File: config.mk
export PLATFORM = sky130hd
export DESIGN_NAME = tsort_front
export DESIGN_NICKNAME = d
export VERILOG_FILES = /design/src/sv/tsort_pkg.sv /design/src/sv/tsort_front.sv
export SDC_FILE = /design/constraint.sdc
export NUM_CORES = 1
export LEC_CHECK = 0
export BUFFER_PORTS_ARGS = -buffer_cell sky130_fd_sc_hd__buf_4
export CAP_MARGIN = 20
export CORE_MARGIN = 1.5
export CORE_UTILIZATION = 34
export DETAILED_ROUTE_END_ITERATION = 16
export PLACE_DENSITY = 0.56
export SLEW_MARGIN = 5
export SYNTH_ARGS = -nofsm -noshare
export SYNTH_HDL_FRONTEND = slang
export SYNTH_SLANG_ARGS = --single-unit
export TNS_END_PERCENT = 1
File: constraint.sdc
create_clock -name i_clk -period 3.44 [get_ports i_clk]
set_clock_uncertainty 0.05 [all_clocks]
set_input_delay 0.344 -clock i_clk [delete_from_list [all_inputs] [get_ports i_clk]]
set_output_delay 0.344 -clock i_clk [all_outputs]
set_load 0.02 [all_outputs]
File: src/sv/tsort_pkg.sv
// ----------------------------------------------------------------------------
// Topological sort package
// Shared widths, sizes and the item-queue record.
// ----------------------------------------------------------------------------
package tsort_pkg;
    localparam int MaxNodes = 64;
    localparam int IdW      = 6;
    localparam int CntW     = 7;
    localparam int QDepth   = 4;
    localparam int QAw      = 2;

    typedef struct packed {
        logic           fin;
        logic [IdW-1:0] from_id;
        logic [IdW-1:0] to_id;
    } t_item;
endpackage

File: src/sv/tsort_front.sv
// ----------------------------------------------------------------------------
// Topological sort front end
// Accepts beats and holds them in a short queue for the back end.
// ----------------------------------------------------------------------------
module tsort_front (
    input  logic                 i_clk,
    input  logic                 i_rst_n,
    input  logic                 i_push,
    input  tsort_pkg::t_item     i_item,
    output logic                 o_full,
    input  logic                 i_take,
    output logic                 o_avail,
    output tsort_pkg::t_item     o_item
);
    import tsort_pkg::*;

    t_item             r_mem [QDepth];
    logic [QAw-1:0]    r_wp, r_rp;
    logic [QAw:0]      r_cnt;
    logic              w_wr, w_rd;

    assign o_full  = (r_cnt == QAw'(0) + (QAw+1)'(QDepth));
    assign o_avail = (r_cnt != '0);
    assign o_item  = r_mem[r_rp];
    assign w_wr    = i_push && !o_full;
    assign w_rd    = i_take && o_avail;

    always_ff @(posedge i_clk) begin
        if (w_wr) begin
            r_mem[r_wp] <= i_item;
        end
        if (!i_rst_n) begin
            r_wp  <= '0;
            r_rp  <= '0;
            r_cnt <= '0;
        end else begin
            if (w_wr) r_wp <= r_wp + 1'b1;
            if (w_rd) r_rp <= r_rp + 1'b1;
            r_cnt <= r_cnt + (QAw+1)'(w_wr) - (QAw+1)'(w_rd);
        end
    end
endmodule

# ---- Word level (Yosys, flattened, before mapping)
# Memory sizes are Yosys's and may differ from the RTL's. A register that Yosys moved wholly into a read port is not among the register bits.
# Index checks and enable logic that the tools add are counted.
dict set report totals {
  regBits 7
  latchBits 0
  mem_bits_rw 52
  rom_bits 0
  in_bits 17
  out_inout_bits 15
  wordCells 17
  n_memories 1
}
dict set report op_classes {
  add_sub_neg 4
  n_mul 0
  div 0
  magnitude_cmp 0
  eq_ne 1
  n_shift 0
  mux 4
  bitwise_logic 0
  n_reduce_logical 4
}
# name depth width rd rd_ports_with_merged_regs write_ports line_no
set mem_list {}
lappend mem_list {r_mem 4 13 1 1 1 tsort_front.sv:17} ;# t_item r_mem [QDepth];
# op n
set ops {}
lappend ops {{2-bit by 1-bit adder with 2-bit output (second input constant)} 2}
lappend ops {{2-bit 2-to-1 mux} 2}
lappend ops {{3-bit by 1-bit adder with 3-bit output} 1}
lappend ops {{3-bit == test (second input constant)} 1}
lappend ops {{3-bit nonzero test} 1}
lappend ops {{3-bit by 1-bit subtractor with 3-bit output} 1}
lappend ops {{1-bit logical AND} 2}
lappend ops {{1-bit 2-to-1 mux} 2}
lappend ops {{1-bit logical NOT} 1}

# ---- Depth between registers and ports, before layout
dict set report logic_depth {
  word_depth 5
  depth_mapped 12
}

# ---- Worst setup path before layout
# Ideal clock, no wire load.
dict set report synth_path {
  path_type {reg2reg}
  startpoint {reg r_cnt[1]}
  endpoint {reg r_cnt[2]}
  setup_time_ps 115
  arrival_ps 2232
  required_time_ps 3275
  path_slack_ps 1043
  path_stages_with_launch 13
  path_buffers 1
  cell_sequence {dfxtp_1 > nor3b_2 > nor2b_1 > buf_6 > inv_1 > ha_1 > inv_1 > ha_1 > inv_1 > fa_1 > xnor2_1 > xnor2_1 > and2_1}
}
dict set report synth_via {
  elab_chain_cells 5
  word_cells_on_any_way 7
  cone_classes {add/sub (2); eq/ne (1); reduce/logical (4)}
}
# item line_no
set synth_rtl {}
lappend synth_rtl {{start: declaration} tsort_front.sv:19} ;# logic [QAw:0] r_cnt;
lappend synth_rtl {{start signal: assignment} tsort_front.sv:39} ;# r_cnt <= r_cnt + (QAw+1)'(w_wr) - (QAw+1)'(w_rd);
lappend synth_rtl {{3-bit == test} tsort_front.sv:22} ;# assign o_full = (r_cnt == QAw'(0) + (QAw+1)'(QDepth));
lappend synth_rtl {{named net o_full} tsort_front.sv:10} ;# output logic o_full,
lappend synth_rtl {{1-bit logical NOT} tsort_front.sv:25} ;# assign w_wr = i_push && !o_full;
lappend synth_rtl {{1-bit logical AND} tsort_front.sv:25}
lappend synth_rtl {{3-bit by 1-bit adder with 3-bit output} tsort_front.sv:39}
lappend synth_rtl {{3-bit by 1-bit subtractor with 3-bit output} tsort_front.sv:39}
# The timed path passes the listed nets, and every way through them passes these cells.
# A chain may end at the register's enable or synchronous reset.

# ---- Worst setup path after layout
dict set report layout_path {
  startpoint {reg r_cnt[1]}
  endpoint {reg r_cnt[2]}
}
dict set report layout_via {
  elab_chain_cells 5
  word_cells_on_any_way 7
  cone_classes {add/sub (2); eq/ne (1); reduce/logical (4)}
}
# item line_no
set layout_rtl {}
lappend layout_rtl {{3-bit == test} tsort_front.sv:22}
lappend layout_rtl {{1-bit logical NOT} tsort_front.sv:25}
lappend layout_rtl {{1-bit logical AND} tsort_front.sv:25}
lappend layout_rtl {{3-bit by 1-bit adder with 3-bit output} tsort_front.sv:39}
lappend layout_rtl {{3-bit by 1-bit subtractor with 3-bit output *} tsort_front.sv:39}
# Mark *: on every way between the ends. The rest lies on a longest branch, timed or not.

==> out/metrics.csv <==
metric,value,unit
outcome,finished clean,
Clock Root Buffer,clkbuf_8,
fin cells,239,
post-route clock period utilization,75.3,%
DP Wirelength,2550,µm
P_int,1.53,mW
CTS tree,yes,
Post-Route WL,3870,µm
vias per cell,4.69,
"EDFF count, synth",52,
Leak Pwr,1.01,nW
vias,1121,
chip height,86.3,µm
core box area,6760,µm²
sequential share of the synthesized area,73.8,%
GRT overflow,0,
largest net degree at the start of global routing,14,
R2R Path Start,r_cnt[1]$_SDFF_PN0_,
# H-tree levels,3,
Setup crit start kind,flop,
Syn Std Cell Area,2360,µm²
Post-CTS Setup Bufs,0,
Nets,178,
CTS buffer count,9,
reg-to-reg critical path endpoint,r_cnt[2]$_SDFF_PN0_,
post-synthesis cell type count,19,
final setup vio count,0,
"top cells by count, synth","edfxtp_1 (52), mux4_2 (12), dfxtp_1 (9)",
GP Congestion,0.638,
Max Clock Freq,0.386,GHz
number of max-cap violations,0,
Net Sw Frac,28.6,%
Worst EP required,3.61,ns
Register-to-Register Path Depth,11,
logic gate share of total power,27.8,%
synthesis-stage register bit count,61,
fin. max-slew vios,0,
switching pwr,0.615,mW
synthesized area per cell,20.5,µm²
ys async rst share,0,%
Post-CTS Resized,0,
drt drc,0,
Area growth syn-to-layout,20.8,%
total global-route track usage,11.8,%
vias in the first global route,1207,
Worst-Skew Late Latency,0.32,ns
PortBufs,31,
Worst setup EP type,flop,
setup TNS,0,ns
Crit Path Max Fanout,7,
pwr/cell area,753,nW/µm²
WL/cell,16.2,µm
Fin Hold WS,0.167,ns
clock buffer depth,2,
dominant cell type by area after synthesis,edfxtp_1,
Peak VDD IR,376,µV
Final Hold Fails,0,
WHS Endpoint,r_mem[3][4]$_DFFE_PP_,
Cells after Synth,115,
crit path time final,2.59,ns
antenna violations before repair,0,
diode count,0,
"Top FF cell, synth",edfxtp_1,
Setup CP Type,reg -> reg,
Mapped Nets,139,
Routed Antenna Nets,0,
Detailed Route Iter0 Violations,49,
Reg power frac,45.2,%
Top Ports,32,
hold path depth,1,
Site Rows,30,
largest cells by area after synthesis,"edfxtp_1 (66%), mux4_2 (11%), dfxtp_1 (7.6%)",
Yosys warning count,0,
CTS Hold Buffers Added,0,
initial core utilization,34.9,%
WP data arrival,2.76,ns
clock power share,27.0,%
Die W,86.3,µm
slew margin rel.,51.0,%
clock sinks,61,
# placed instances,223,
Yosys top cell area share,66.1,%
Hold WC Path Type,in -> reg,
Slew @ Worst Pin,0.736,ns
"count leader, synth",edfxtp_1,
TritonRoute pass-1 iters,4,
R2R Setup Slk,0.85,ns
HP Start,i_item[4],
RSZ-0062 raised after global routing,false,
first-pass GRT wire length,6150,µm
Worst-path clk slew,0.06,ns
die area,7450,µm²
layout cells sized above 1,38.4,%
filler instances,620,
[cell type report]
class | instances | area [µm²] | share of cell area [%]
repair buffers | 32 | 240 | 8.42
multi-input cells | 45 | 569 | 20.0
flip-flops and latches | 61 | 1740 | 61.1
clock inverters | 6 | 53.8 | 1.89
inverters | 5 | 18.8 | 0.658
well taps | 80 | 100 | 3.51
clock buffers | 10 | 128 | 4.48
[metal layers]
metal	track usage, %	part of all wire (%)
met5	0	0
met1	14.3	44
met4	7.04	1.6
met3	3.24	5.0
met2	18.7	49
[flip-flops by register name (all words and copies together) (netlist names), named ones only]
register,flops
r_rp,2
r_wp,2
r_cnt,3
r_mem,52
[kinds of logic after synthesis]
logic type	share of synthesized area, %
AOI/OAI and AO/OA	0.795
xor gates and xnor gates	1.48
adders and majority gates	4.03
buffers and inverters	2.12
DFF	73.8
muxes	13.4
and+or+nand+nor	4.40
[cells in the final DEF (no fill, tap or decap), types with 2 or more instances in the layout]
cell type / count
dfxtp_1: 9
clkbuf_8: 9
clkinv_2: 4
mux2i_1: 2
ha_1: 6
xnor2_1: 4
nor2b_1: 4
and2_1: 7
edfxtp_1: 52
buf_4: 32
mux4_2: 12
inv_1: 5
nand2_1: 4
[critical path, cell delays in order, from the launching register on]
cell     delay (ns)
dfxtp_1        0.46
nor3b_2        0.10
nor2b_1        0.38
inv_1          0.09
ha_1           0.30
inv_1          0.06
ha_1           0.13
inv_1          0.05
fa_1           0.39
xnor2_1        0.22
xnor2_1        0.09
and2_1         0.16
[worst max path at each step]
stage,slack [ns],depth (start not counted),startpoint,end
2_1_floorplan,1.04,12,r_cnt[1]$_SDFF_PN0_,r_cnt[2]$_SDFF_PN0_
3_3_place_gp,1.04,11,r_cnt[1]$_SDFF_PN0_,r_cnt[2]$_SDFF_PN0_
3_5_place_dp,0.79,11,r_cnt[1]$_SDFF_PN0_,r_cnt[2]$_SDFF_PN0_
4_1_cts,0.79,11,r_cnt[1]$_SDFF_PN0_,r_cnt[2]$_SDFF_PN0_
5_1_grt,0.57,11,r_cnt[1]$_SDFF_PN0_,r_cnt[2]$_SDFF_PN0_
6_report,0.85,11,r_cnt[1]$_SDFF_PN0_,r_cnt[2]$_SDFF_PN0_
[metrics by stage]
stage / utilization [%] / cell area [µm²] / setup slack, ns / power [mW]
CTS: 42.2 / 2850 / 0.788 / 2.18
detailed placement: 39.5 / 2670 / 0.792 / 1.60
global placement: 39.5 / 2670 / 1.04 / 1.57
finish: 42.2 / 2850 / 0.850 / 2.15
global route: 42.2 / 2850 / 0.575 / 2.27
floorplan: - / 2360 / 1.04 / 1.38
[power by group through the flow]
| stage | Clock, mW | Sequential (mW) | Combinational, mW |
|---|---|---|---|
| final | 0.581 | 0.970 | 0.597 |
| after global routing | 0.634 | 0.982 | 0.653 |
| after floorplan | 0 | 0.963 | 0.416 |
| after global placement | 0 | 0.980 | 0.587 |
| after detailed placement | 0 | 0.989 | 0.610 |
| after CTS | 0.598 | 0.973 | 0.613 |
Note: power is estimated with default switching activity, not from simulation.
